[src/sv/epsc_pkg.sv]
// Shared constants and types of the encoder speed controller.
`default_nettype none

package epsc_pkg;

  localparam int INTEGRAL_WIDTH = 40;
  localparam int GAIN_FRAC_BITS = 16;
  localparam int GAIN_W         = 24;
  localparam int COUNT_W        = 16;
  localparam int POS_W          = 32;
  localparam int CODE_W         = 16;
  localparam int ERR_LOW_W      = CODE_W - 4;
  localparam int SPEED_LOW_W    = CODE_W - 8;

  localparam int MUL_MAG_W      = INTEGRAL_WIDTH;
  localparam int MUL_PROD_W     = MUL_MAG_W + GAIN_W - GAIN_FRAC_BITS;
  localparam int MUL_CNT_W      = $clog2(GAIN_W);
  localparam int E_MAG_W        = COUNT_W + GAIN_W - GAIN_FRAC_BITS;
  localparam int U_W            = MUL_PROD_W + 2;

  localparam int IN_TDATA_W     = 2 * COUNT_W;
  localparam int OUT_FIELDS_W   = 3 * CODE_W + POS_W + 1;
  localparam int OUT_TDATA_W    = ((OUT_FIELDS_W + 7) / 8) * 8;
  localparam int OUT_PAD_W      = OUT_TDATA_W - OUT_FIELDS_W;

  localparam int CFG_ADDR_W     = 3;
  localparam logic [CFG_ADDR_W-1:0] CFG_MODE          = 3'd0;
  localparam logic [CFG_ADDR_W-1:0] CFG_P_ONLY_GAIN   = 3'd1;
  localparam logic [CFG_ADDR_W-1:0] CFG_ERROR_SCALE   = 3'd2;
  localparam logic [CFG_ADDR_W-1:0] CFG_PROP_GAIN     = 3'd3;
  localparam logic [CFG_ADDR_W-1:0] CFG_INTEGRAL_GAIN = 3'd4;

  localparam logic              MODE_RST          = 1'b1;
  localparam logic [GAIN_W-1:0] P_ONLY_GAIN_RST   = 24'd2850816;
  localparam logic [GAIN_W-1:0] ERROR_SCALE_RST   = 24'd205881;
  localparam logic [GAIN_W-1:0] PROP_GAIN_RST     = 24'd686189;
  localparam logic [GAIN_W-1:0] INTEGRAL_GAIN_RST = 24'd79555;

  localparam logic [CODE_W-1:0] DRIVE_LIMIT     = 16'h7FFF;
  localparam logic [CODE_W-1:0] DAC_ZERO        = 16'h8000;
  localparam logic [CODE_W-1:0] DRIVE_CODE_HIGH = 16'hFFFF;
  localparam logic [CODE_W-1:0] DRIVE_CODE_LOW  = 16'h0001;

  localparam logic [INTEGRAL_WIDTH-1:0] INTEGRAL_MAX = {1'b0, {(INTEGRAL_WIDTH-1){1'b1}}};
  localparam logic [INTEGRAL_WIDTH-1:0] INTEGRAL_MIN = {1'b1, {(INTEGRAL_WIDTH-1){1'b0}}};

  typedef struct packed {
    logic                 start;
    logic [MUL_MAG_W-1:0] mag;
    logic [GAIN_W-1:0]    gain;
  } epsc_mul_req_t;

  typedef struct packed {
    logic                  done;
    logic [MUL_PROD_W-1:0] prod;
  } epsc_mul_rsp_t;

endpackage

`default_nettype wire

[src/sv/epsc_sermul.sv]
// Bit-serial shift-add multiplier of a magnitude by an unsigned fixed-point gain.
`default_nettype none

module epsc_sermul import epsc_pkg::*; (
  input  logic          clk,
  input  logic          rst_n,
  input  epsc_mul_req_t mul_req,
  output epsc_mul_rsp_t mul_rsp
);

  logic                 busy_r;
  logic                 done_r;
  logic [MUL_CNT_W-1:0] cnt_r;
  logic [MUL_MAG_W-1:0] mag_r;
  logic [GAIN_W-1:0]    gain_r;
  logic [MUL_MAG_W-1:0] hi_r;
  logic [GAIN_W-1:0]    lo_r;
  logic [MUL_MAG_W:0]   sum;

  assign sum = {1'b0, hi_r} + (gain_r[0] ? {1'b0, mag_r} : {(MUL_MAG_W+1){1'b0}});

  always_ff @(posedge clk) begin
    if (!rst_n) begin
      busy_r <= 1'b0;
      done_r <= 1'b0;
      cnt_r  <= '0;
    end else begin
      done_r <= 1'b0;
      if (mul_req.start) begin
        busy_r <= 1'b1;
        cnt_r  <= '0;
        mag_r  <= mul_req.mag;
        gain_r <= mul_req.gain;
        hi_r   <= '0;
        lo_r   <= '0;
      end else if (busy_r) begin
        hi_r   <= sum[MUL_MAG_W:1];
        lo_r   <= {sum[0], lo_r[GAIN_W-1:1]};
        gain_r <= gain_r >> 1;
        cnt_r  <= cnt_r + 1'b1;
        if (cnt_r == MUL_CNT_W'(GAIN_W - 1)) begin
          busy_r <= 1'b0;
          done_r <= 1'b1;
        end
      end
    end
  end

  assign mul_rsp.done = done_r;
  assign mul_rsp.prod = {hi_r, lo_r[GAIN_W-1:GAIN_FRAC_BITS]};

endmodule

`default_nettype wire

[src/sv/encoder_pi_speed_controller.sv]
// Encoder speed measurement with P or PI control and offset DAC code outputs.
// in_tready is high only in the idle state: a new request is not taken until the result of the
// previous one has been placed in the output register. Each product takes 24 multiplier steps;
// PI mode computes three products in turn (error scale, proportional, integral), P mode one.
// Synchronous active-low reset clears the state, the integral and the registers to defaults.
`default_nettype none

module encoder_pi_speed_controller import epsc_pkg::*; (
  input  logic                   clk,
  input  logic                   rst_n,
  input  logic                   cfg_we,
  input  logic [CFG_ADDR_W-1:0]  cfg_addr,
  input  logic [GAIN_W-1:0]      cfg_wdata,
  input  logic                   in_tvalid,
  output logic                   in_tready,
  // encoder_count[15:0], speed_setpoint[31:16]
  input  logic [IN_TDATA_W-1:0]  in_tdata,
  output logic                   out_tvalid,
  input  logic                   out_tready,
  // drive_code[15:0], error_code[31:16], speed_code[47:32], position[79:48],
  // drive_saturated[80], zero padding above.
  output logic [OUT_TDATA_W-1:0] out_tdata
);

  typedef enum logic [2:0] {
    S_IDLE,
    S_MUL_E,
    S_INTEG,
    S_MUL_P,
    S_MUL_I,
    S_DONE
  } state_t;

  logic              mode_r;
  logic [GAIN_W-1:0] p_only_gain_r;
  logic [GAIN_W-1:0] error_scale_r;
  logic [GAIN_W-1:0] prop_gain_r;
  logic [GAIN_W-1:0] integral_gain_r;

  always_ff @(posedge clk) begin
    if (!rst_n) begin
      mode_r          <= MODE_RST;
      p_only_gain_r   <= P_ONLY_GAIN_RST;
      error_scale_r   <= ERROR_SCALE_RST;
      prop_gain_r     <= PROP_GAIN_RST;
      integral_gain_r <= INTEGRAL_GAIN_RST;
    end else if (cfg_we) begin
      case (cfg_addr)
        CFG_MODE:          mode_r          <= cfg_wdata[0];
        CFG_P_ONLY_GAIN:   p_only_gain_r   <= cfg_wdata;
        CFG_ERROR_SCALE:   error_scale_r   <= cfg_wdata;
        CFG_PROP_GAIN:     prop_gain_r     <= cfg_wdata;
        CFG_INTEGRAL_GAIN: integral_gain_r <= cfg_wdata;
        default: ;
      endcase
    end
  end

  state_t                   state_r, state_nxt;
  logic [COUNT_W-1:0]       last_count_r, last_count_nxt;
  logic [POS_W-1:0]         position_r, position_nxt;
  logic [INTEGRAL_WIDTH-1:0] integral_r, integral_nxt;
  logic [COUNT_W-1:0]       speed_r, speed_nxt;
  logic                     d_neg_r, d_neg_nxt;
  logic [E_MAG_W-1:0]       e_mag_r, e_mag_nxt;
  logic                     e_neg_r, e_neg_nxt;
  logic [ERR_LOW_W-1:0]     e_low_r, e_low_nxt;
  logic [U_W-1:0]           u_r, u_nxt;
  logic                     term_neg_r, term_neg_nxt;
  epsc_mul_req_t            req_r, req_nxt;
  logic                     out_tvalid_r, out_tvalid_nxt;
  logic [OUT_TDATA_W-1:0]   out_tdata_r, out_tdata_nxt;
  epsc_mul_rsp_t            mul_rsp;

  logic [COUNT_W-1:0]        enc_count;
  logic [COUNT_W-1:0]        setpoint;
  logic [COUNT_W-1:0]        diff;
  logic [COUNT_W:0]          d_full;
  logic [COUNT_W:0]          d_abs;
  logic [U_W-1:0]            term_ext;
  logic [U_W-1:0]            u_acc;
  logic [INTEGRAL_WIDTH:0]   integ_sum;
  logic [INTEGRAL_WIDTH-1:0] integ_abs;
  logic                      sat_pos;
  logic                      sat_neg;
  logic [CODE_W-1:0]         drive_val;

  epsc_sermul u_mul (
    .clk     (clk),
    .rst_n   (rst_n),
    .mul_req (req_r),
    .mul_rsp (mul_rsp)
  );

  assign enc_count = in_tdata[COUNT_W-1:0];
  assign setpoint  = in_tdata[IN_TDATA_W-1:COUNT_W];
  assign diff      = enc_count - last_count_r;
  assign d_full    = {setpoint[COUNT_W-1], setpoint} - {diff[COUNT_W-1], diff};
  assign d_abs     = d_full[COUNT_W] ? (~d_full + 1'b1) : d_full;

  assign term_ext  = U_W'(mul_rsp.prod);
  assign u_acc     = u_r + (term_ext ^ {U_W{term_neg_r}}) + U_W'(term_neg_r);

  assign integ_sum = {integral_r[INTEGRAL_WIDTH-1], integral_r}
                   + ((INTEGRAL_WIDTH+1)'(e_mag_r) ^ {(INTEGRAL_WIDTH+1){e_neg_r}})
                   + (INTEGRAL_WIDTH+1)'(e_neg_r);
  assign integ_abs = integral_r[INTEGRAL_WIDTH-1] ? (~integral_r + 1'b1) : integral_r;

  assign sat_pos   = $signed(u_r) >= $signed(U_W'(DRIVE_LIMIT));
  assign sat_neg   = $signed(u_r) <= -$signed(U_W'(DRIVE_LIMIT));
  assign drive_val = sat_pos ? DRIVE_LIMIT : (sat_neg ? (~DRIVE_LIMIT + 1'b1) : u_r[CODE_W-1:0]);

  assign in_tready = (state_r == S_IDLE);

  always_comb begin
    state_nxt      = state_r;
    last_count_nxt = last_count_r;
    position_nxt   = position_r;
    integral_nxt   = integral_r;
    speed_nxt      = speed_r;
    d_neg_nxt      = d_neg_r;
    e_mag_nxt      = e_mag_r;
    e_neg_nxt      = e_neg_r;
    e_low_nxt      = e_low_r;
    u_nxt          = u_r;
    term_neg_nxt   = term_neg_r;
    req_nxt        = req_r;
    req_nxt.start  = 1'b0;
    out_tvalid_nxt = out_tvalid_r && !out_tready;
    out_tdata_nxt  = out_tdata_r;
    case (state_r)
      S_IDLE: begin
        if (in_tvalid) begin
          last_count_nxt = enc_count;
          position_nxt   = position_r + {{(POS_W-COUNT_W){diff[COUNT_W-1]}}, diff};
          speed_nxt      = diff;
          d_neg_nxt      = d_full[COUNT_W];
          e_low_nxt      = d_full[ERR_LOW_W-1:0];
          u_nxt          = '0;
          term_neg_nxt   = d_full[COUNT_W];
          req_nxt.start  = 1'b1;
          req_nxt.mag    = MUL_MAG_W'(d_abs[COUNT_W-1:0]);
          req_nxt.gain   = mode_r ? error_scale_r : p_only_gain_r;
          state_nxt      = mode_r ? S_MUL_E : S_MUL_P;
        end
      end
      S_MUL_E: begin
        if (mul_rsp.done) begin
          e_mag_nxt = mul_rsp.prod[E_MAG_W-1:0];
          e_neg_nxt = d_neg_r && (mul_rsp.prod[E_MAG_W-1:0] != '0);
          e_low_nxt = d_neg_r ? (~mul_rsp.prod[ERR_LOW_W-1:0] + 1'b1)
                              : mul_rsp.prod[ERR_LOW_W-1:0];
          state_nxt = S_INTEG;
        end
      end
      S_INTEG: begin
        if (integ_sum[INTEGRAL_WIDTH] != integ_sum[INTEGRAL_WIDTH-1]) begin
          integral_nxt = integ_sum[INTEGRAL_WIDTH] ? INTEGRAL_MIN : INTEGRAL_MAX;
        end else begin
          integral_nxt = integ_sum[INTEGRAL_WIDTH-1:0];
        end
        term_neg_nxt  = e_neg_r;
        req_nxt.start = 1'b1;
        req_nxt.mag   = MUL_MAG_W'(e_mag_r);
        req_nxt.gain  = prop_gain_r;
        state_nxt     = S_MUL_P;
      end
      S_MUL_P: begin
        if (mul_rsp.done) begin
          u_nxt = u_acc;
          if (mode_r) begin
            term_neg_nxt  = integral_r[INTEGRAL_WIDTH-1];
            req_nxt.start = 1'b1;
            req_nxt.mag   = integ_abs;
            req_nxt.gain  = integral_gain_r;
            state_nxt     = S_MUL_I;
          end else begin
            state_nxt = S_DONE;
          end
        end
      end
      S_MUL_I: begin
        if (mul_rsp.done) begin
          u_nxt     = u_acc;
          state_nxt = S_DONE;
        end
      end
      S_DONE: begin
        if (!out_tvalid_r || out_tready) begin
          out_tvalid_nxt = 1'b1;
          out_tdata_nxt  = {{OUT_PAD_W{1'b0}},
                            sat_pos || sat_neg,
                            position_r,
                            {speed_r[SPEED_LOW_W-1:0], {(CODE_W-SPEED_LOW_W){1'b0}}} ^ DAC_ZERO,
                            {e_low_r, {(CODE_W-ERR_LOW_W){1'b0}}} ^ DAC_ZERO,
                            drive_val ^ DAC_ZERO};
          state_nxt      = S_IDLE;
        end
      end
      default: state_nxt = S_IDLE;
    endcase
  end

  always_ff @(posedge clk) begin
    if (!rst_n) begin
      state_r       <= S_IDLE;
      last_count_r  <= '0;
      position_r    <= '0;
      integral_r    <= '0;
      req_r.start   <= 1'b0;
      out_tvalid_r  <= 1'b0;
    end else begin
      state_r       <= state_nxt;
      last_count_r  <= last_count_nxt;
      position_r    <= position_nxt;
      integral_r    <= integral_nxt;
      req_r.start   <= req_nxt.start;
      out_tvalid_r  <= out_tvalid_nxt;
    end
    req_r.mag   <= req_nxt.mag;
    req_r.gain  <= req_nxt.gain;
    speed_r     <= speed_nxt;
    d_neg_r     <= d_neg_nxt;
    e_mag_r     <= e_mag_nxt;
    e_neg_r     <= e_neg_nxt;
    e_low_r     <= e_low_nxt;
    u_r         <= u_nxt;
    term_neg_r  <= term_neg_nxt;
    out_tdata_r <= out_tdata_nxt;
  end

  assign out_tvalid = out_tvalid_r;
  assign out_tdata  = out_tdata_r;

endmodule

`default_nettype wire

[config.mk]
export PLATFORM = sky130hd
export DESIGN_NAME = encoder_pi_speed_controller
export DESIGN_NICKNAME = d
export VERILOG_FILES = /design/src/sv/epsc_pkg.sv /design/src/sv/epsc_sermul.sv /design/src/sv/encoder_pi_speed_controller.sv
export SDC_FILE = /design/constraint.sdc
export NUM_CORES = 1
export LEC_CHECK = 0
export BUFFER_PORTS_ARGS = -buffer_cell sky130_fd_sc_hd__clkbuf_2
export CORE_ASPECT_RATIO = 0.7
export CORE_MARGIN = 2
export CORE_UTILIZATION = 30
export CTS_CLUSTER_SIZE = 28
export DETAILED_ROUTE_END_ITERATION = 8
export HOLD_SLACK_MARGIN = 0.02
export PLACE_DENSITY_LB_ADDON = 0.25
export SLEW_MARGIN = 20
export SYNTH_ARGS = -nofsm -noshare
export SYNTH_HDL_FRONTEND = slang
export SYNTH_SLANG_ARGS = --single-unit
export TNS_END_PERCENT = 10
[constraint.sdc]
create_clock -name clk -period 6.95 [get_ports clk]
set_clock_uncertainty 0.15 [all_clocks]
set_input_delay 0.3475 -clock clk [delete_from_list [all_inputs] [get_ports clk]]
set_output_delay 0.3475 -clock clk [all_outputs]
set_load 0.02 [all_outputs]
-- Word-level counts from Yosys, hierarchy flattened
Cells that the tools add are included.
- bits in read-only memories: 0
- latch bits: 0
- output and inout port bits: 90
- memories kept: 0
- logic and storage cells: 144
- flip-flop bits (word level): 555
- input port bits: 64
- memory bits (writable): 0
- equal/unequal tests: 18
- multipliers: 0
- muxes and demuxes: 41
- $add $sub $neg: 12
- div/mod/pow operators: 0
- bitwise gates (word level): 10
- reduce and logical (&&, ||, !) cells: 31
- magnitude comparators: 2
- shift operators: 0
- operators by type and width (cell ; count):
    40-bit 2-to-1 mux ; 5
    65-bit 2-to-1 mux ; 3
    65-bit case mux with 3 select lines ; 1
    50-bit 2-to-1 mux ; 2
    50-bit case mux with 2 select lines ; 1
    24-bit 2-to-1 mux ; 4
    50-bit by 1-bit adder with 50-bit output ; 1
    50-bit adder ; 1
    50-bit by 16-bit >= comparator with 1-bit output, second input constant ; 1
    50-bit by 16-bit <= comparator with 1-bit output, second input constant ; 1
    48-bit by 50-bit bitwise XOR with 50-bit output ; 1
    16-bit 2-to-1 mux ; 3
    40-bit by 41-bit adder with 41-bit output ; 1
    41-bit by 1-bit adder with 41-bit output ; 1
    41-bit adder ; 1
    24-bit by 41-bit bitwise XOR with 41-bit output ; 1
    40-bit by 1-bit adder with 40-bit output, second input constant ; 1
    40-bit NOT ; 1
    12-bit 2-to-1 mux ; 3
    32-bit adder ; 1
    12-bit case mux with 2 select lines ; 1
    24-bit nonzero test ; 1
    2-bit AND reduction ; 10
    3-bit case mux with 6 select lines ; 1
    30 further kinds ; 67

-- Depth between registers and ports, before layout
- word-level depth: 7
- depth in mapped cells: 26

-- By module
From an unflattened synthesis, not the netlist that was laid out.
- cell total of the unflattened synthesis: 3444
- area total of the unflattened synthesis: 32402.3 um^2
- modules (own cells, without submodules) (module ; instances ; cells an instance ; area each (um^2)):
    encoder_pi_speed_controller ; 1 ; 2840 ; 25598.3
    epsc_sermul ; 1 ; 604 ; 6804.0

-- Least setup slack after synthesis
OpenSTA, ideal clock, no wires.
- path type: reg2reg
- from: reg state_r[2]
- to: reg out_tdata_r[0], in the netlist out_tdata[0], enable pin
- slack: 0.481 ns
- buffers on the path: 1
- stages on the path, launching flop included: 3
- library setup time: 0.595 ns
- data arrival time: 5.724 ns
- data required time: 6.205 ns
- cells stage by stage: dfxtp_1 -> clkbuf_1 -> nor3b_1
- word-level cells in the longest chain between the ends: 2
- ends and longest elaborated chain (element ; RTL line ; text):
    start: declaration ; encoder_pi_speed_controller.sv:59 ; state_t state_r, state_nxt;
    start signal: assignment ; encoder_pi_speed_controller.sv:213 ; state_r <= state_nxt;
    3-bit equality test ; encoder_pi_speed_controller.sv:131 ; case (state_r)
    2-bit AND reduction (no source line) ; - ;
    end signal: assignment ; encoder_pi_speed_controller.sv:229 ; out_tdata_r <= out_tdata_nxt;
    end: declaration ; encoder_pi_speed_controller.sv:72 ; logic [OUT_TDATA_W-1:0] out_tdata_r, out_tdata_nxt;
Every way passes these cells.
A chain may end at the register's enable or synchronous reset.

-- Final worst setup path
- from: in in_tdata[0]
- to: reg position_r[31]
- word-level cells in the longest chain between the ends: 2
- ends and longest elaborated chain (element ; RTL line ; text):
    start: declaration ; encoder_pi_speed_controller.sv:17 ; input logic [IN_TDATA_W-1:0] in_tdata,
    16-bit subtractor ; encoder_pi_speed_controller.sv:97 ; assign diff = enc_count - last_count_r;
    32-bit adder ; encoder_pi_speed_controller.sv:135 ; position_nxt = position_r + {{(POS_W-COUNT_W){diff[COUNT_W-1]}}, diff};
    end signal: assignment ; encoder_pi_speed_controller.sv:215 ; position_r <= position_nxt;
    end: declaration ; encoder_pi_speed_controller.sv:61 ; logic [POS_W-1:0] position_r, position_nxt;
Every way passes these cells.

==> summary.txt <==
Core Region = 105000 µm²
type of the most critical hold path = input port to flip-flop
Die Y = 277 µm
grt ovf = 0
Clock Sinks = 539
CTS tree = yes
vias in the first global route = 22651
CTS resizes = 0
post-DR vias/cell = 5.00
ys async rst share = 0%
Worst Path Arrival = 6.73 ns
Max rail drop VDD = 0.192 mV
RSZ-0062 raised after global routing = false
WL/cell = 17.2 µm
met3 GRT Util = 2.22%
Detailed Place HPWL = 58900 µm
DR vias = 24581
Final TNS setup = 0 ns
post-synthesis register bit count = 539
Net Sw Frac = 41.3%
sequential cell area fraction in the yosys report = 44.6%
Int Pwr = 8960 µW
clock-pin transition on the worst setup and hold timing paths = 0.07 ns
min Tclk post-route = 6.33 ns
Post-Syn Area = 31900 µm²
CP startpoint kind = input port
Skew-Pair Late Insertion Delay = 0.63 ns
initial antenna violation count = 0
highest net fanout along the worst path = 5
share of cells above drive strength 1 = 9.81%
endpoint class of the critical path = flip-flop
top cell type's share of synthesized area = 32.2%
First-pass DRT Iterations = 5
Logic pwr share = 48.1%
crit share post-route = 91.1%
top post-synthesis cells by count = nand2_1 (414), edfxtp_1 (342), a21oi_1 (288), nor2_1 (258), dfxtp_1 (197)
FMAX = 158 MHz
H-tree levels = 2
slew margin rel. = 29.4%
hold_buf cts = 45
CTS root buf = clkbuf_16
status = completed
Seq pwr share = 31.7%
I/O pins = 154
Cells after Synth = 3340
CTS max path bufs = 3
count leader, synth = nand2_1
CTS Buf Count = 53
Post-synth EDFFs = 342
Top FF cell, synth = edfxtp_1
worst-margin pin slew = 1.06 ns
Routed WL = 84600 µm
Hold Violations, Final = 0
Max-cap violations = 0
Starting Density = 30.4%
leakage power = 0.0144 µW
num rows = 99
Psw = 6300 µW
NumNets Final = 3717
die width = 394 µm
Area Growth Syn to Fin = 13.8%
largest net degree at the start of global routing = 96
max-slew violations = 0
Power per Cell Area = 421 nW/µm²
Global Route Usage Sum = 15.0%
grt met1 use = 24.9%
Critical Path RT = 7.34 ns
Mean Syn Cell Area = 9.54 µm²
critical path's largest stage delay = 0.53 ns
Distinct cells, synth = 91
ranking of synthesized cells by area = edfxtp_1 (32%), dfxtp_1 (12%), ha_1 (7.6%)
clock share of power = 20.1%
crit path kind = input port to flip-flop
global-route wire length before repair = 133000 µm
IO Port Bufs = 134
global route hottest layer = met1
Die Area = 109000 µm²
post-synth top area cell = edfxtp_1
GPL Wtd Cong = 0.832
met2 Track Usage GR = 20.0%
# DRC = 0
initial drt markers = 2034
total number of yosys warnings = 0
CP dominant cell by count = o21ai_0
number of setup violations in the final report = 0
Setup Fix Bufs, Post-CTS = 0
CP max-delay cell = dlygate4sd3_1
antenna cells = 0
Post-DRT Antenna Nets = 0
Hold Slack = 0.0962 ns
[cell families after synthesis]
group	Yosys count	synth area share [%]
flops	539	44.6
other cells	1	0.0118
compound gates	906	18.4
buf+inv	268	3.40
simple gates	1078	15.7
fa+ha+maj	199	7.96
xor+xnor	292	8.03
mux	57	1.89
[worst paths after layout]
path / depth (start not counted) / to / start / slack (ns)
worst max-delay path: 28 / position_r[31]$_SDFFE_PN0P_ / in_tdata[0] / 0.62
worst min-delay path: 2 / integral_gain_r[6]$_SDFFE_PN1P_ / rst_n / 0.1
worst max register to register: 25 / position_r[31]$_SDFFE_PN0P_ / last_count_r[0]$_SDFFE_PN0P_ / 0.72
worst min register to register: 0 / u_mul.mag_r[7]$_DFFE_PP_ / req_r[31]$_DFFE_PP_ / 0.26
[area by class of cell]
class	count	area [µm²]
Inverter	98	368
Sequential cell	539	14200
Clock inverter	34	382
Clock buffer	65	1430
Multi-Input combinational cell	2551	16700
Fill cell	10709	68600
Timing Repair Buffer	211	1360
Tap cell	1414	1770
[through the flow]
step / power (µW) / worst slack [ns] / area (µm²) / util, % / instances
global placement: 12200 / 0.736 / 34000 / 32.4 / 4768
floorplan: 10400 / 0.481 / 31900 / - / 3358
finish: 15300 / 0.616 / 36200 / 34.6 / 4912
CTS: 15300 / 0.788 / 36200 / 34.6 / 4912
global route: 16400 / 0.187 / 36200 / 34.6 / 4912
detailed placement: 12200 / 0.716 / 34000 / 32.4 / 4768
[worst max-delay path, delay by kind of cell]
family	cells	cell delay (ns)
buffers and inverters	3	0.68
adder cells (fa/ha/maj)	3	1.00
AND/OR/NAND/NOR	4	0.74
AO/OA/AOI/OAI	16	3.49
XOR/XNOR	2	0.47
[cell usage in the layout, fill, tap and decap left out, drive strengths merged, types with 34 or more instances in the layout]
cell type,instances
dlygate4sd3,45
nor3,47
edfxtp,342
nand2,414
ha,193
nand3,80
clkbuf,198
a21o,113
nor2b,34
nand4,35
a21oi,288
and2,68
xor2,178
xnor2,114
o21ai,188
nor2,259
inv,99
dfxtp,197
a21boi,47
[state kept, by name, summed over array words and instances (netlist names), 24 cells and up]
signal / cells
u_mul.hi_r: 40
e_mag_r: 24
u_mul.gain_r: 24
error_scale_r: 24
integral_r: 40
position_r: 32
prop_gain_r: 24
integral_gain_r: 24
out_tdata: 69
u_mul.mag_r: 40
u_r: 50
req_r: 65
p_only_gain_r: 24
[metal layers]
layer,vias to the layer above,part of all wire [%]
met5,-,0
met4,0,1.4
met3,71,5.0
met2,556,38
met1,11665,55
li1,12289,-
[power by group through the flow]
stage                     combinational [µW]  clock (µW)  sequential, µW
final                                   7350        3070            4840
after CTS                               7310        3160            4840
after floorplan                         5750           0            4660
after global routing                    8240        3290            4920
after detailed placement                7250           0            4910
after global placement                  7270           0            4910
Power figures use the tool's default switching activity.
